===== config.mk =====
export PLATFORM = sky130hd
export DESIGN_NAME = met_queue
export DESIGN_NICKNAME = d
export VERILOG_FILES = /design/src/rtl/core/met_pkg.sv /design/src/rtl/core/met_queue.sv
export SDC_FILE = /design/constraint.sdc
export NUM_CORES = 1
export LEC_CHECK = 0
export ABC_AREA = 1
export BUFFER_PORTS_ARGS = -buffer_cell sky130_fd_sc_hd__buf_2
export CAP_MARGIN = 20
export CORE_ASPECT_RATIO = 0.75
export CORE_MARGIN = 2
export CORE_UTILIZATION = 30
export DETAILED_ROUTE_END_ITERATION = 8
export GPL_ROUTABILITY_DRIVEN = 0
export HOLD_SLACK_MARGIN = 0.12
export PLACE_DENSITY = 0.51
export SKIP_CTS_REPAIR_TIMING = 1
export SYNTH_ARGS = -nofsm -noshare
export SYNTH_HDL_FRONTEND = slang
export SYNTH_SLANG_ARGS = --single-unit

===== constraint.sdc =====
create_clock -name i_clk -period 3.2 [get_ports i_clk]
set_input_delay 0 -clock i_clk [delete_from_list [all_inputs] [get_ports i_clk]]
set_output_delay 0 -clock i_clk [all_outputs]
set_load 0.02 [all_outputs]

===== src/rtl/core/met_pkg.sv =====
// package for the mandelbrot escape-time unit: number format, register
// indexes, configuration, point and queue status structs used across the modules
// no dependencies
package met_pkg;

    // signed Q3.28 coordinates, Q4.28 in the 32-bit working words
    localparam int FRAC_BITS = 28;
    localparam int WORD_W    = 32;
    localparam int COORD_W   = 31;
    localparam int PIX_CNT_W = 13;
    localparam int PIXEL_W   = 12;
    localparam int COUNT_W   = 16;
    localparam int PROD_W    = 2 * WORD_W;

    // configuration port
    localparam int CFG_ADDR_W = 3;
    localparam int CFG_DATA_W = COORD_W;

    // stream payload widths, padded to whole bytes
    localparam int IN_DATA_W  = 24;
    localparam int OUT_DATA_W = 16;

    // depth of the queue between front and back
    localparam int QUEUE_DEPTH = 2;

    // escape bound 4.0 with 28 fraction bits, held at product width
    localparam logic signed [PROD_W-1:0] ESCAPE_BOUND = PROD_W'(64'sd4 <<< FRAC_BITS);

    // register indexes
    typedef enum logic [CFG_ADDR_W-1:0] {
        REG_UPPER_X    = 3'd0,
        REG_UPPER_Y    = 3'd1,
        REG_LOWER_X    = 3'd2,
        REG_LOWER_Y    = 3'd3,
        REG_PIXELS_W   = 3'd4,
        REG_PIXELS_T   = 3'd5,
        REG_ITER_LIMIT = 3'd6
    } t_reg_idx;

    // reset values of the registers
    localparam logic signed [COORD_W-1:0] RST_UPPER_X    = -31'sd536870912;
    localparam logic signed [COORD_W-1:0] RST_UPPER_Y    = 31'sd268435456;
    localparam logic signed [COORD_W-1:0] RST_LOWER_X    = 31'sd268435456;
    localparam logic signed [COORD_W-1:0] RST_LOWER_Y    = -31'sd268435456;
    localparam logic [PIX_CNT_W-1:0]      RST_PIXELS     = 13'd256;
    localparam logic [COUNT_W-1:0]        RST_ITER_LIMIT = 16'd255;

    // configuration register file contents
    typedef struct packed {
        logic signed [COORD_W-1:0] upper_x;
        logic signed [COORD_W-1:0] upper_y;
        logic signed [COORD_W-1:0] lower_x;
        logic signed [COORD_W-1:0] lower_y;
        logic [PIX_CNT_W-1:0]      pixels_wide;
        logic [PIX_CNT_W-1:0]      pixels_tall;
        logic [COUNT_W-1:0]        iteration_limit;
    } t_cfg;

    // one point c of the complex plane
    typedef struct packed {
        logic signed [WORD_W-1:0] cx;
        logic signed [WORD_W-1:0] cy;
    } t_point;

    // queue status seen by front and back
    typedef struct packed {
        logic full;
        logic empty;
    } t_queue_stat;

endpackage


===== src/rtl/core/met_queue.sv =====
// short queue of points between the front and the iteration back part
// uses met_pkg for the point type and depth
module met_queue (
    input  logic                  i_clk,
    input  logic                  i_rst_n,
    input  logic                  i_push,
    input  met_pkg::t_point       i_point,
    input  logic                  i_pop,
    output met_pkg::t_point       o_point,
    output met_pkg::t_queue_stat  o_stat
);
    import met_pkg::*;

    localparam int PTR_W = (QUEUE_DEPTH > 1) ? $clog2(QUEUE_DEPTH) : 1;
    localparam int CNT_W = $clog2(QUEUE_DEPTH + 1);

    t_point           r_mem [QUEUE_DEPTH];
    logic [PTR_W-1:0] r_wr_ptr, r_rd_ptr;
    logic [CNT_W-1:0] r_count;

    // pointers and fill count
    always_ff @(posedge i_clk) begin
        if (!i_rst_n) begin
            r_wr_ptr <= '0;
            r_rd_ptr <= '0;
            r_count  <= '0;
        end else begin
            if (i_push) begin
                r_wr_ptr <= (r_wr_ptr == PTR_W'(QUEUE_DEPTH - 1)) ? '0 : r_wr_ptr + PTR_W'(1);
            end
            if (i_pop) begin
                r_rd_ptr <= (r_rd_ptr == PTR_W'(QUEUE_DEPTH - 1)) ? '0 : r_rd_ptr + PTR_W'(1);
            end
            if (i_push && !i_pop)      r_count <= r_count + CNT_W'(1);
            else if (i_pop && !i_push) r_count <= r_count - CNT_W'(1);
        end
    end

    // storage
    always_ff @(posedge i_clk) begin
        if (i_push) r_mem[r_wr_ptr] <= i_point;
    end

    assign o_point      = r_mem[r_rd_ptr];
    assign o_stat.full  = (r_count == CNT_W'(QUEUE_DEPTH));
    assign o_stat.empty = (r_count == '0);

endmodule


Word-level counts from Yosys, hierarchy flattened

Memory sizes are Yosys's and may differ from the RTL's. A register that Yosys moved wholly into a read port is not among the register bits.
Cells that the tools add are included.

Bitwise logic cells: 0
Reduce and logical (&&, ||, !) cells: 6
$lt $le $gt $ge: 0
Multiply operators: 0
Add/subtract/negate cells: 4
Shifts and indexed selects: 0
Div/mod/pow operators: 0
Muxes and demuxes: 8
Equal/unequal tests: 1

Operators by type and width:

| operator                                          | count |
|---|---|
| two-way mux 1 bit                                 | 6 |
| two-way mux 2 bit                                 | 2 |
| adder 1 bit (second input constant)               | 2 |
| adder 2 x 1 -> 2 bit (second input constant)      | 1 |
| == test 2 bit (second input constant)             | 1 |
| logical AND 1 bit                                 | 2 |
| zero test 1 bit                                   | 2 |
| zero test 2 bit                                   | 1 |
| nonzero test 2 bit                                | 1 |
| subtractor 2 x 1 -> 2 bit (second input constant) | 1 |

Flip-flop bits (word level): 4
Memories: 1
Bits in writable memories: 128
Output and inout bits: 66
Word-level logic and storage cells: 23
Latch bits: 0
Bits in read-only memories: 0
Input bits: 68

Memory list:

| name  | words | width | rd ports | clocked after Yosys merged registers in | wr ports | RTL line        | RTL |
|---|---|---|---|---|---|---|---|
| r_mem | 2     | 64    | 1        | 1                                       | 1        | met_queue.sv:17 | `t_point r_mem [QUEUE_DEPTH];` |

Depth between registers and ports, before layout

Word-level depth: 4
Gate-level depth with buffers: 8
Gate-level depth less buffers: 8

Worst setup path before layout

Ideal clock, no wire load.

Path type: register -> register
From: register r_wr_ptr
To: memory r_mem[0][0] in the netlist's numbering (enable)
Clock period less this slack: 3.482 ns
Required time: 2.712 ns
Cell stages (with the launch flop): 2
Setup time: 0.488 ns
Setup slack: -0.282 ns
Path buffers: 0
Arrival time: 2.995 ns
Cell sequence: dfxtp_1 > nor2_1

RTL lines:

| item                   | RTL line        | RTL |
|---|---|---|
| from (decl)            | met_queue.sv:18 | `logic [PTR_W-1:0] r_wr_ptr, r_rd_ptr;` |
| from (signal assigned) | met_queue.sv:29 | `r_wr_ptr <= (r_wr_ptr == PTR_W'(QUEUE_DEPTH - 1)) ? '0 : r_wr_ptr + PTR_W'(1);` |
| to (decl)              | met_queue.sv:17 |  |

Straight into the memory's write port.

==> flow_metrics.py <==
metrics = {
    "run_status": {
        "status": "completed",
    },
    "synthesis": {
        "synth_cell_types": 14,
        "synthCells": 234,
        "synth_area_leaders": "edfxtp_1 (75%), mux2_4 (17%), buf_12 (2.3%)",
        "synth_seq_cells": 133,
        "synth_area_um2": 5150,
        "yosysTopAreaCell": "edfxtp_1",
        "yosysWarnings": 0,
        "synth_area_per_cell_um2": 22.0,
        "synth_nets": 303,
        "yosys.area.top_type_share_pct": 74.7,
        "synth_seq_area_share_pct": 76.6,
    },
    "worst_setup_path": {
        "worstPathArrival_ps": 1950,
        "crit_path_end_kind": "primary output",
        "critPathKind": "register to primary output",
        "r2r_cells": 5,
        "cp_max_fo": 49,
        "start_kind": "register",
        "required_ps": 3200,
    },
    "final_layout": {
        "stdcell_area_um2": 7290,
        "syn_to_final_growth_pct": 41.7,
        "drive_gt1_share_pct": 49.6,
        "fin_nets": 522,
        "antenna-diode-count": 0,
        "fillers": 1535,
    },
    "sta": {
        "fmax_mhz": 512,
        "fin_tns_setup_ps": 0,
        "slew_headroom_pct": 51.5,
        "post-route-period-util_pct": 61.1,
        "hold_violations": 0,
        "holdWs_ps": 302,
        "slew_violations": 0,
        "tightest_slew_ps": 727,
        "finalCriticalPeriod_ps": 1950,
        "grt_setup_unrepaired": "no",
        "finalSetupViolCount": 0,
        "skew_ps": 10.5,
    },
    "clock_tree": {
        "clock-sinks": 133,
        "root_buffer": "clkbuf_16",
        "cts_tree": "yes",
        "numCtsBuffers": 17,
        "clock_path_buffers": 2,
        "clkLatencyLatePin_ps": 410,
        "clk_pin_slew_ps": 60,
        "htreeDepth": 4,
    },
    "floorplanning": {
        "num_rows": 41,
        "die_y_um": 117,
        "die_area_um2": 18200,
        "boundaryPins": 134,
        "start_util_pct": 30.6,
        "fp.dieW_um": 155,
        "core_um2": 16800,
    },
    "route": {
        "wl_per_cell_um": 14.6,
        "vias_per_cell": 4.12,
        "drtIter0Drc": 149,
        "ant_nets": 0,
        "dr.pass1.iters": 4,
        "drc": 0,
        "wl_mm": 9.97,
        "num_vias": 2804,
    },
    "place": {
        "placed_area_um2": 6030,
        "hpwl_mm": 6.13,
        "portBuffers": 133,
    },
    "power": {
        "cellLeakagePower_nw": 2.93,
        "ir_drop_mv": 0.397,
        "cellPowerDensity_nw_per_um2": 607,
    },
    "flow_run": {
        "drv_cap": 0,
    },
    "global_routing": {
        "grt_pass1_vias": 2628,
        "grt_max_degree": 50,
        "grt-ovfl-total": 0,
        "antenna_found_initial": 0,
        "grt_pass1_wl_mm": 14.4,
        "gr-usage-all-layers_pct": 10.9,
    },
    "min_path": {
        "min-delay-path-class": "input pin to register",
        "holdPathStages": 2,
    },
}
==> layer usage <==
| layer | global-route usage (%) | vias up | wire (um) |
|---|---|---|---|
| met5 | 0 | - | 0 |
| met4 | 5.50 | 0 | 156 |
| met3 | 4.90 | 14 | 676 |
| met2 | 15.6 | 104 | 4480 |
| met1 | 13.8 | 1343 | 4660 |
| li1 | - | 1343 | - |
==> worst max-delay path: stages, from the launching register on <==
cell	delay [ps]
dfxtp_4	550
buf_12	360
mux2_2	390
buf_2	160
==> cell usage after synthesis <==
cell        n
mux2_2      4
dfxtp_1     5
nand2_1     8
buf_6       1
ha_1        1
mux2_4     60
inv_1       8
a21oi_1     1
buf_12      6
nor2_1      9
edfxtp_1  128
nand4_1     1
nand3_1     1
o21ai_0     1
==> final timing paths <==
path	slack (ps)	to	from
hold / removal	300	r_mem[0][9]	i_point[9]
setup reg to reg	1410	r_wr_ptr	r_wr_ptr
hold reg to reg	500	r_rd_ptr	r_rd_ptr
setup / recovery	1250	o_point[52]	register
==> power breakdown <==
part / switching (W) / internal, W / leakage, nW
logic: 0.000267 / 0.000266 / 1.41
clock network: 0.000683 / 0.00116 / 0.275
registers: 0.0000324 / 0.00201 / 1.24
==> kinds of logic (layout without fill, tap and decap cells) <==
group           Yosys count  in the layout  synth area share, %
flops                   133            133                 76.6
buf+inv                  15            247                 3.13
fa+ha+maj                 1              1                0.243
simple gates             19             19                 1.46
compound gates            2              2                0.194
mux                      64             64                 18.4
==> sequential cells by signal, summed over array words and instances, names as in the netlist, named ones only <==
register and count:
r_count 2, r_mem 128, r_rd_ptr 1, r_wr_ptr 1
==> cell usage in the layout, fill, tap and decap left out, drive strengths merged <==
cell         synthesis  routed
dlygate4sd3          0      70
inv                  8       8
mux2                64      64
nand2                8       8
buf                  7     137
nand3                1       1
ha                   1       1
nand4                1       1
o21ai                1       1
nor2                 9       9
bufinv               0       2
edfxtp             128     128
dfxtp                5       5
a21oi                1       1
clkinvlp             0       1
clkbuf               0      23
clkinv               0       6
==> layout make-up <==
| class | instances | area (um^2) | area share (%) |
|---|---|---|---|
| clock buffer | 23 | 458 | 6.28 |
| clock inverter | 9 | 105 | 1.44 |
| timing repair buffer | 207 | 1430 | 19.7 |
| tap | 215 | 269 | 3.69 |
| multi-input combinational | 86 | 1050 | 14.4 |
| inverter | 8 | 30.0 | 0.412 |
| sequential | 133 | 3950 | 54.1 |
==> through the flow <==
stage	cells	utilization, %	power (W)	setup WS [ps]
2_1_floorplan	234	-	0.00240	777
3_3_place_gp	579	35.8	0.00255	1500
3_5_place_dp	579	35.8	0.00255	1480
4_1_cts	611	39.2	0.00442	1220
5_1_grt	681	43.4	0.00460	1170
6_report	681	43.4	0.00442	1250
No activity file was read; power rests on OpenSTA's default activity.
