### src/rtl/core/met_pkg.sv
// package for the mandelbrot escape-time unit: number format, register
// indexes, configuration, point and queue status structs used across the modules
// no dependencies
package met_pkg;

    // signed Q3.28 coordinates, Q4.28 in the 32-bit working words
    localparam int FRAC_BITS = 28;
    localparam int WORD_W    = 32;
    localparam int COORD_W   = 31;
    localparam int PIX_CNT_W = 13;
    localparam int PIXEL_W   = 12;
    localparam int COUNT_W   = 16;
    localparam int PROD_W    = 2 * WORD_W;

    // configuration port
    localparam int CFG_ADDR_W = 3;
    localparam int CFG_DATA_W = COORD_W;

    // stream payload widths, padded to whole bytes
    localparam int IN_DATA_W  = 24;
    localparam int OUT_DATA_W = 16;

    // depth of the queue between front and back
    localparam int QUEUE_DEPTH = 2;

    // escape bound 4.0 with 28 fraction bits, held at product width
    localparam logic signed [PROD_W-1:0] ESCAPE_BOUND = PROD_W'(64'sd4 <<< FRAC_BITS);

    // register indexes
    typedef enum logic [CFG_ADDR_W-1:0] {
        REG_UPPER_X    = 3'd0,
        REG_UPPER_Y    = 3'd1,
        REG_LOWER_X    = 3'd2,
        REG_LOWER_Y    = 3'd3,
        REG_PIXELS_W   = 3'd4,
        REG_PIXELS_T   = 3'd5,
        REG_ITER_LIMIT = 3'd6
    } t_reg_idx;

    // reset values of the registers
    localparam logic signed [COORD_W-1:0] RST_UPPER_X    = -31'sd536870912;
    localparam logic signed [COORD_W-1:0] RST_UPPER_Y    = 31'sd268435456;
    localparam logic signed [COORD_W-1:0] RST_LOWER_X    = 31'sd268435456;
    localparam logic signed [COORD_W-1:0] RST_LOWER_Y    = -31'sd268435456;
    localparam logic [PIX_CNT_W-1:0]      RST_PIXELS     = 13'd256;
    localparam logic [COUNT_W-1:0]        RST_ITER_LIMIT = 16'd255;

    // configuration register file contents
    typedef struct packed {
        logic signed [COORD_W-1:0] upper_x;
        logic signed [COORD_W-1:0] upper_y;
        logic signed [COORD_W-1:0] lower_x;
        logic signed [COORD_W-1:0] lower_y;
        logic [PIX_CNT_W-1:0]      pixels_wide;
        logic [PIX_CNT_W-1:0]      pixels_tall;
        logic [COUNT_W-1:0]        iteration_limit;
    } t_cfg;

    // one point c of the complex plane
    typedef struct packed {
        logic signed [WORD_W-1:0] cx;
        logic signed [WORD_W-1:0] cy;
    } t_point;

    // queue status seen by front and back
    typedef struct packed {
        logic full;
        logic empty;
    } t_queue_stat;

endpackage

### src/rtl/core/met_front.sv
// front part: accepts pixel items, derives the pixel steps with a
// bit-serial divider and maps the pixel to a point c; uses met_pkg
module met_front (
    input  logic                          i_clk,
    input  logic                          i_rst_n,
    input  met_pkg::t_cfg                 i_cfg,
    input  logic                          i_steps_stale,
    input  logic                          i_valid,
    output logic                          o_ready,
    input  logic [met_pkg::PIXEL_W-1:0]   i_column,
    input  logic [met_pkg::PIXEL_W-1:0]   i_row,
    input  met_pkg::t_queue_stat          i_queue_stat,
    output logic                          o_push,
    output met_pkg::t_point               o_point
);
    import met_pkg::*;

    localparam int DIV_CNT_W = $clog2(WORD_W);

    typedef enum logic [4:0] {
        F_IDLE   = 5'b00001,
        F_DSETUP = 5'b00010,
        F_DIV    = 5'b00100,
        F_MUL    = 5'b01000,
        F_PUSH   = 5'b10000
    } t_front_state;

    t_front_state r_state, n_state;

    logic [PIXEL_W-1:0]   r_col, r_row;
    logic                 r_steps_ok;
    logic [WORD_W-1:0]    r_step_x, r_step_y;
    logic                 r_div_sel;
    logic [DIV_CNT_W-1:0] r_div_cnt;
    logic [PIX_CNT_W-1:0] r_div_rem;
    logic [PIX_CNT_W-1:0] r_div_d;
    logic [WORD_W-1:0]    r_div_quo;
    logic                 r_div_neg;
    logic [WORD_W-1:0]    r_prod_x, r_prod_y;

    // dividend and divisor for the step being set up
    logic signed [WORD_W-1:0] w_diff;
    logic [PIX_CNT_W-1:0]     w_pix;
    always_comb begin
        if (r_div_sel) begin
            w_diff = WORD_W'(i_cfg.upper_y) - WORD_W'(i_cfg.lower_y);
            w_pix  = i_cfg.pixels_tall;
        end else begin
            w_diff = WORD_W'(i_cfg.lower_x) - WORD_W'(i_cfg.upper_x);
            w_pix  = i_cfg.pixels_wide;
        end
    end

    // one restoring division step
    logic [PIX_CNT_W:0]   w_trial;
    logic                 w_fit;
    logic [WORD_W-1:0]    w_quo_next;
    logic [WORD_W-1:0]    w_step;
    always_comb begin
        w_trial    = {r_div_rem, r_div_quo[WORD_W-1]};
        w_fit      = w_trial >= {1'b0, r_div_d};
        w_quo_next = {r_div_quo[WORD_W-2:0], w_fit};
        w_step     = r_div_neg ? (WORD_W'(0) - w_quo_next) : w_quo_next;
    end

    // next state
    always_comb begin
        n_state = r_state;
        case (r_state)
            F_IDLE: begin
                if (i_valid) n_state = r_steps_ok ? F_MUL : F_DSETUP;
            end
            F_DSETUP: n_state = F_DIV;
            F_DIV: begin
                if (r_div_cnt == DIV_CNT_W'(WORD_W - 1)) n_state = r_div_sel ? F_MUL : F_DSETUP;
            end
            F_MUL: n_state = F_PUSH;
            F_PUSH: begin
                if (!i_queue_stat.full) n_state = F_IDLE;
            end
            default: n_state = F_IDLE;
        endcase
    end

    // control registers
    always_ff @(posedge i_clk) begin
        if (!i_rst_n) begin
            r_state    <= F_IDLE;
            r_steps_ok <= 1'b0;
            r_div_sel  <= 1'b0;
        end else begin
            r_state <= n_state;
            if (r_state == F_DIV && r_div_cnt == DIV_CNT_W'(WORD_W - 1)) begin
                r_div_sel <= ~r_div_sel;
                if (r_div_sel) r_steps_ok <= 1'b1;
            end
            if (i_steps_stale) begin
                r_steps_ok <= 1'b0;
                r_div_sel  <= 1'b0;
            end
        end
    end

    // datapath registers
    always_ff @(posedge i_clk) begin
        case (r_state)
            F_IDLE: begin
                r_col <= i_column;
                r_row <= i_row;
            end
            F_DSETUP: begin
                r_div_neg <= w_diff[WORD_W-1];
                r_div_quo <= w_diff[WORD_W-1] ? (WORD_W'(0) - w_diff) : w_diff;
                r_div_d   <= (w_pix == '0) ? PIX_CNT_W'(1) : w_pix;
                r_div_rem <= '0;
                r_div_cnt <= '0;
            end
            F_DIV: begin
                r_div_rem <= w_fit ? PIX_CNT_W'(w_trial - {1'b0, r_div_d})
                                   : w_trial[PIX_CNT_W-1:0];
                r_div_quo <= w_quo_next;
                r_div_cnt <= r_div_cnt + DIV_CNT_W'(1);
                if (r_div_cnt == DIV_CNT_W'(WORD_W - 1)) begin
                    if (r_div_sel) r_step_y <= w_step;
                    else           r_step_x <= w_step;
                end
            end
            F_MUL: begin
                // low word of pixel times step is all that survives the wrap
                r_prod_x <= {{(WORD_W-PIXEL_W){1'b0}}, r_col} * r_step_x;
                r_prod_y <= {{(WORD_W-PIXEL_W){1'b0}}, r_row} * r_step_y;
            end
            default: ;
        endcase
    end

    // point of the pixel, handed to the queue
    always_comb begin
        o_point.cx = WORD_W'(i_cfg.upper_x) + r_prod_x;
        o_point.cy = WORD_W'(i_cfg.upper_y) - r_prod_y;
    end

    assign o_push  = (r_state == F_PUSH) && !i_queue_stat.full;
    assign o_ready = (r_state == F_IDLE);

endmodule

### config.mk
export PLATFORM = sky130hd
export DESIGN_NAME = met_front
export DESIGN_NICKNAME = d
export VERILOG_FILES = /design/src/rtl/core/met_pkg.sv /design/src/rtl/core/met_front.sv
export SDC_FILE = /design/constraint.sdc
export NUM_CORES = 2
export LEC_CHECK = 0
export CORE_MARGIN = 5
export CORE_UTILIZATION = 40
export DETAILED_ROUTE_END_ITERATION = 8
export DONT_BUFFER_PORTS = 1
export PLACE_DENSITY = 0.54
export RECOVER_POWER = 100
export SETUP_SLACK_MARGIN = 0.5
export SLEW_MARGIN = 20
export SYNTH_ARGS = -nofsm -noshare
export SYNTH_HDL_FRONTEND = slang
export SYNTH_SLANG_ARGS = --single-unit
### constraint.sdc
create_clock -name i_clk -period 6.76 [get_ports i_clk]
set_input_delay 0.338 -clock i_clk [delete_from_list [all_inputs] [get_ports i_clk]]
set_output_delay 0.338 -clock i_clk [all_outputs]
set_load 0.03 [all_outputs]
**Yosys cells after proc, flatten, opt, wreduce, memory -nomap -nowiden**

Cells that the tools add are included.
Widths: inputs -> output; s select.

- Add/subtract/negate cells: 8
- $lt $le $gt $ge: 1
- Bitwise gates (word level): 2
- $mul: 2
- Multiplexer cells: 14
- Eq/ne operators: 9
- Reduce and logical (&&, ||, !) cells: 10

Operators with widths:

| kind | count |
|---|---|
| $mux 32 | 3 |
| $mul 12x32->32 | 2 |
| $pmux 32 s2 | 1 |
| $sub 1x32->32 const A | 2 |
| $sub 31x31->32 | 2 |
| $add 32x32->32 | 1 |
| $sub 32x32->32 | 1 |
| $mux 13 | 2 |
| $pmux 13 s2 | 1 |
| $pmux 5 s5 | 1 |
| $mux 5 | 3 |
| $ge 14x13->1 | 1 |
| $logic_not 13->1 | 1 |
| $sub 13x13->13 | 1 |
| $eq 5x5->1 const B | 2 |
| $pmux 5 s2 | 1 |
| $reduce_and 3->1 | 3 |
| $mux 4 | 2 |
| $ne 2x2->1 const B | 3 |
| $add 5x1->5 const B | 1 |
| $eq 5x1->1 const B | 1 |
| $eq 5x2->1 const B | 1 |
| $eq 5x3->1 const B | 1 |
| $eq 5x4->1 const B | 1 |
| other kinds (6) | 8 |

- Output and inout bits: 66
- Word-level logic and storage cells: 60
- Bits of input ports: 196
- Register bits after elaboration: 223

**Depth between registers and ports, before layout**

- Depth after elaboration: 5
- Gate-level depth with buffers: 26
- Gate-level depth less buffers: 24

**Worst setup path after synthesis**

No wires, ideal clock.

- Path kind: reg2reg
- Start: register r_row[3]
- End: register r_prod_y[30] (data pin)
- Setup slack: 0.574 ns
- Data required time: 6.502 ns
- Buffers on the path: 2
- Library setup time: 0.258 ns
- Clock period less this slack: 6.186 ns
- Arrival: 5.929 ns
- Cell stages (with the launch flop): 23
- Cell sequence: edfxtp_1 -> clkbuf_1 -> clkbuf_1 -> nand2_1 -> fa_1 -> fa_1 -> inv_1 -> fa_1 -> fa_1 -> inv_1 -> fa_1 -> inv_1 -> ha_1 -> a2111oi_0 -> a21oi_1 -> a21o_1 -> a21o_1 -> a41o_1 -> a221o_1 -> a2bb2oi_1 -> a41o_1 -> a21oi_1 -> xnor2_1

- Cells in the longest elaborated chain, start to end: 1

Ends and longest elaborated chain:

| item | RTL line | RTL |
|---|---|---|
| start, declared | met_front.sv:30 | `logic [PIXEL_W-1:0] r_col, r_row;` |
| start signal, assigned | met_front.sv:109 | `r_row <= i_row;` |
| $mul 12x32->32 | met_front.sv:131 | `r_prod_y <= {{(WORD_W-PIXEL_W){1'b0}}, r_row} * r_step_y;` |
| end signal, assigned | met_front.sv:131 |  |
| end, declared | met_front.sv:39 | `logic [WORD_W-1:0] r_prod_x, r_prod_y;` |

Every way passes these cells.
A chain may end at the register's enable or synchronous reset.

**Worst setup path in the final report**

- Start: register r_row[8]
- End: register r_prod_y[30] (data pin)

Same word-level chain as after synthesis.

==> metrics.md <==
| Metric | Value |
|---|---|
| Later-pin clock latency in the skew report | 0.60 ns |
| Initial antenna violation count | 6 |
| Fillers | 8530 |
| Slowest stage delay, CP | about 0.53 ns |
| Total CTS buffers | 29 |
| Final slew viol count | just over 300 |
| Post-synthesis xor/xnor area fraction | 0.0647 |
| RR Endpoint | r_prod_y[30]$_DFFE_PP_ |
| Hold path startpoint | i_valid |
| Worst slew pin tran | around 3.8 ns |
| Sum Neg Setup Slack | 0 ns |
| Yosys cell types | about 90 |
| Core box area | 85400 sq um |
| Crit path capture type | flop |
| GRT busiest layer | met2 |
| Final Setup Violations | 0 |
| Post-synthesis adder-cell area fraction | 0.366 |
| Root buffer selected by CTS | clkbuf_16 |
| Synthesized net count | 4769 |
| Post-synthesis simple-gate area fraction | 0.158 |
| H-tree depth | 1 |
| Grt ovf | 0 |
| R2R Setup Slk | 0.48 ns |
| R2R cell count | 21 |
| Crit-path cells | and2_0 > fa_1 > inv_1 > fa_1 > inv_1 > fa_1 > fa_1 > inv_1 > fa_1 > inv_1 > ha_1 > a2111oi_4 > a21oi_1 > a21o_1 > a21o_1 > a41o_1 > a221o_1 > a2bb2oi_1 > a41o_1 > a21oi_1 > xnor2_1 |
| Gpl congestion | roughly 0.86 |
| Sequential Area | around 6600 sq um |
| IO Port Bufs | 0 |
| Hold Crit Class | input pin to flop |
| CP delay by family, top | adder cells |
| Global-route wire length before repair | approximately 150 mm |
| Post-layout min period | between 6 and 7 ns |
| Vias in the first global route | approximately 27000 |
| Post-DRT Antenna Nets | 0 |
| Clock slew at reported path FFs | 0.06 ns |
| TritonRoute pass-1 iters | 6 |
| Worst Path Buf+Inv | 4 |
| Required @ worst endpoint | just over 7 ns |
| HPWL after DPL | between 70 and 80 mm |
| Die H | slightly above 300 microns |
| Mapped Cells | about 3900 |
| Total wire length | 98.4 mm |
| Main combinational cell family by area after synthesis | adder cells |
| DR WL/cell | between 15 and 20 microns |
| Final Hold Fails | 0 |
| Routing usage on met2 | 0.338 |
| Element type at the critical path start | flop |
| Synth warn | 0 |
| Via count | between 20000 and 30000 |
| Multi-input logic area | 24600 sq um |
| Outcome | finished with violations |
| Row count | 107 |
| Pin count of the biggest net entering global routing | 65 |
| Worst path slowest cell | fa_1 |
| RSZ-0062 raised after global routing | yes |
| Critical path class | flop to flop |
| CTS tree | built |
| Worst Hold End | r_state[4]$_SDFFE_PN0P_ |
| Critical R2R Launch | r_row[8]$_DFFE_PP_ |
| Die area | 92300 sq um |
| Layout cells sized above 1 | 0.0509 |
| Async set or reset register ratio after synthesis | 0 |
| Die X | 304 microns |
| Failing checks | max-capacitance violations, max-slew violations |
| Synth Area in Compound Gates | 0.113 |
| EDFF count, synth | ~220 |
| Crit path top cell by count | fa_1 |
| Vias per inst | ~5.1 |
| Max cap viols | 9 |
| Final worst-path cycle share | 0.929 |
| Sink Count | 223 |
| Synth Flop Type | edfxtp_1 |
| Initial DRC Count | approximately 1500 |
| GR Util All Layers | 0.207 |
| Worst hold stages | 2 |
| Max Clock Freq | 0.159 GHz |
| Max FO, Critical Path | 3 |
| Post-synthesis sequential area ratio | 0.192 |
| CP arrival | around 6.6 ns |
| # DRC | 0 |
| Normalized max-slew margin | -1.55 |
| Ports | 262 |
| Mux cell area share after synthesis | 0.0101 |
| Post-Syn Area | about 35000 sq um |
| Worst Clk Skew | 0.0159 ns |
| Max Buffers Root-to-Sink | 3 |
| Yosys reg bits | around 220 |
| Mean Syn Cell Area | about 9.0 sq um |
| Met1 usage | 0.285 |
| M3 GR Usage | 0.0474 |
| Syn-to-layout area delta | 9.77% |
| Initial Util | 0.404 |
| # nets final | roughly 4800 |
-- worst reg2reg max path: stages, from the launching register on --
cell and delay, ns:
edfxtp_1 0.51, and2_0 0.22, fa_1 0.49, inv_1 0.06, fa_1 0.53, inv_1 0.05
fa_1 0.50, fa_1 0.50, inv_1 0.05, fa_1 0.47, inv_1 0.04, ha_1 0.35
a2111oi_4 0.37, a21oi_1 0.15, a21o_1 0.21, a21o_1 0.21, a41o_1 0.23, a221o_1 0.38
a2bb2oi_1 0.19, a41o_1 0.26, a21oi_1 0.17, xnor2_1 0.07
-- metrics by stage --
step                worst slack, ns  utilization  instance area [sq um]  cells  hold slack [ns]
floorplan                     0.574            -                  34500   3851            0.437
global placement              0.394        0.420                  35900   4901            0.437
detailed placement            0.331        0.420                  35900   4901            0.437
CTS                           0.502        0.439                  37500   5024          0.00818
global route                  0.260        0.444                  37900   5080           0.0795
finish                        0.479        0.444                  37900   5080           0.0395
-- routing by layer --
metal / part of all wire / up-vias
li1: - / 12400
met1: 0.44 / 12900
met2: 0.46 / 700
met3: 0.077 / 110
met4: 0.022 / 0
met5: 0 / -
-- flip-flops by register name, summed over array words and instances (netlist names), 5 cells and up --
name and flops:
r_state 5, r_step_y 32, r_div_d 13, r_div_rem 13, r_prod_x 32, r_col 12, r_div_cnt 5, r_prod_y 32
r_div_quo 32, r_step_x 32, r_row 12
-- cell type report --
| cell class | instances | area share |
|---|---|---|
| clock buffer | 34 | 0.0196 |
| inverter | 721 | 0.0714 |
| timing repair buffer | 182 | 0.0432 |
| tap | 1144 | 0.0377 |
| clock inverter | 19 | 0.00528 |
| antenna | 4 | 0.000264 |
| multi-input combinational | 2753 | 0.648 |
| sequential | 223 | 0.175 |
-- Yosys cell counts (13+ instances only) --
cell,count,share of area
inv_1,719,0.078
nand2_1,579,0.063
fa_1,483,0.28
ha_1,239,0.087
edfxtp_1,216,0.19
xnor2_1,196,0.050
and2_1,193,0.035
a21oi_1,166,0.024
nor2_1,141,0.015
clkbuf_1,131,0.014
o21ai_0,101,0.015
a21o_1,64,0.014
xor2_1,59,0.015
o21a_1,41,0.0089
nor3_1,37,0.0054
nand2b_1,34,0.0062
a211oi_1,31,0.0067
or3_1,30,0.0054
nand3_1,27,0.0039
nand4_1,27,0.0049
nor2b_1,26,0.0047
a31oi_1,22,0.0040
mux2i_1,19,0.0055
o211ai_1,17,0.0037
o21ai_1,17,0.0025
o21bai_1,16,0.0035
o31ai_1,16,0.0035
mux2_2,14,0.0046
and3_1,13,0.0024
-- kinds of logic after synthesis --
family / after synthesis
and+or+nand+nor: 1159
buffers and inverters: 875
adders and majority gates: 722
AOI/OAI and AO/OA: 584
xor gates and xnor gates: 255
DFF: 223
muxes: 33
-- worst max-delay path by stage --
stage,end,slack (ns),cells after the start,start
floorplan,r_prod_y[30]$_DFFE_PP_,0.57,22,r_row[3]$_DFFE_PP_
global placement,r_prod_y[30]$_DFFE_PP_,0.39,20,r_row[3]$_DFFE_PP_
detailed placement,r_prod_y[30]$_DFFE_PP_,0.33,20,r_row[3]$_DFFE_PP_
CTS,r_prod_x[31]$_DFFE_PP_,0.50,23,r_col[3]$_DFFE_PP_
global route,r_prod_x[30]$_DFFE_PP_,0.26,25,r_col[6]$_DFFE_PP_
finish,r_prod_y[30]$_DFFE_PP_,0.48,21,r_row[8]$_DFFE_PP_
-- repair_timing --
action,CTS,global route
resized for setup,2,30
pin swaps,1,8
gates cloned,0,3
hold buffers,52,0
endpoints found under the setup margin,2,8
hold endpoints to repair,44,0
setup buffers,18,49
-- placed cells by master (no fill, tap or decap), types with 17 or more instances in the layout --
master and instances:
a31oi_1 21, mux2i_1 19, a21o_1 64, nand4_1 27
buf_4 99, o21a_1 41, edfxtp_1 216, fa_1 481
dlygate4sd3_1 52, nor3_1 38, o21ai_0 114, nor2b_1 26
ha_1 236, xnor2_1 196, xor2_1 59, a21oi_1 166
clkbuf_16 32, and2_1 184, o31ai_1 20, a211oi_1 31
inv_1 718, o211ai_1 17, nand2_1 578, or3_1 30
nor2_1 141, nand3_1 27, nand2b_1 34
Power is not shown: default switching activity piles up to over one toggle a cycle in this logic, so the estimate is an artifact.
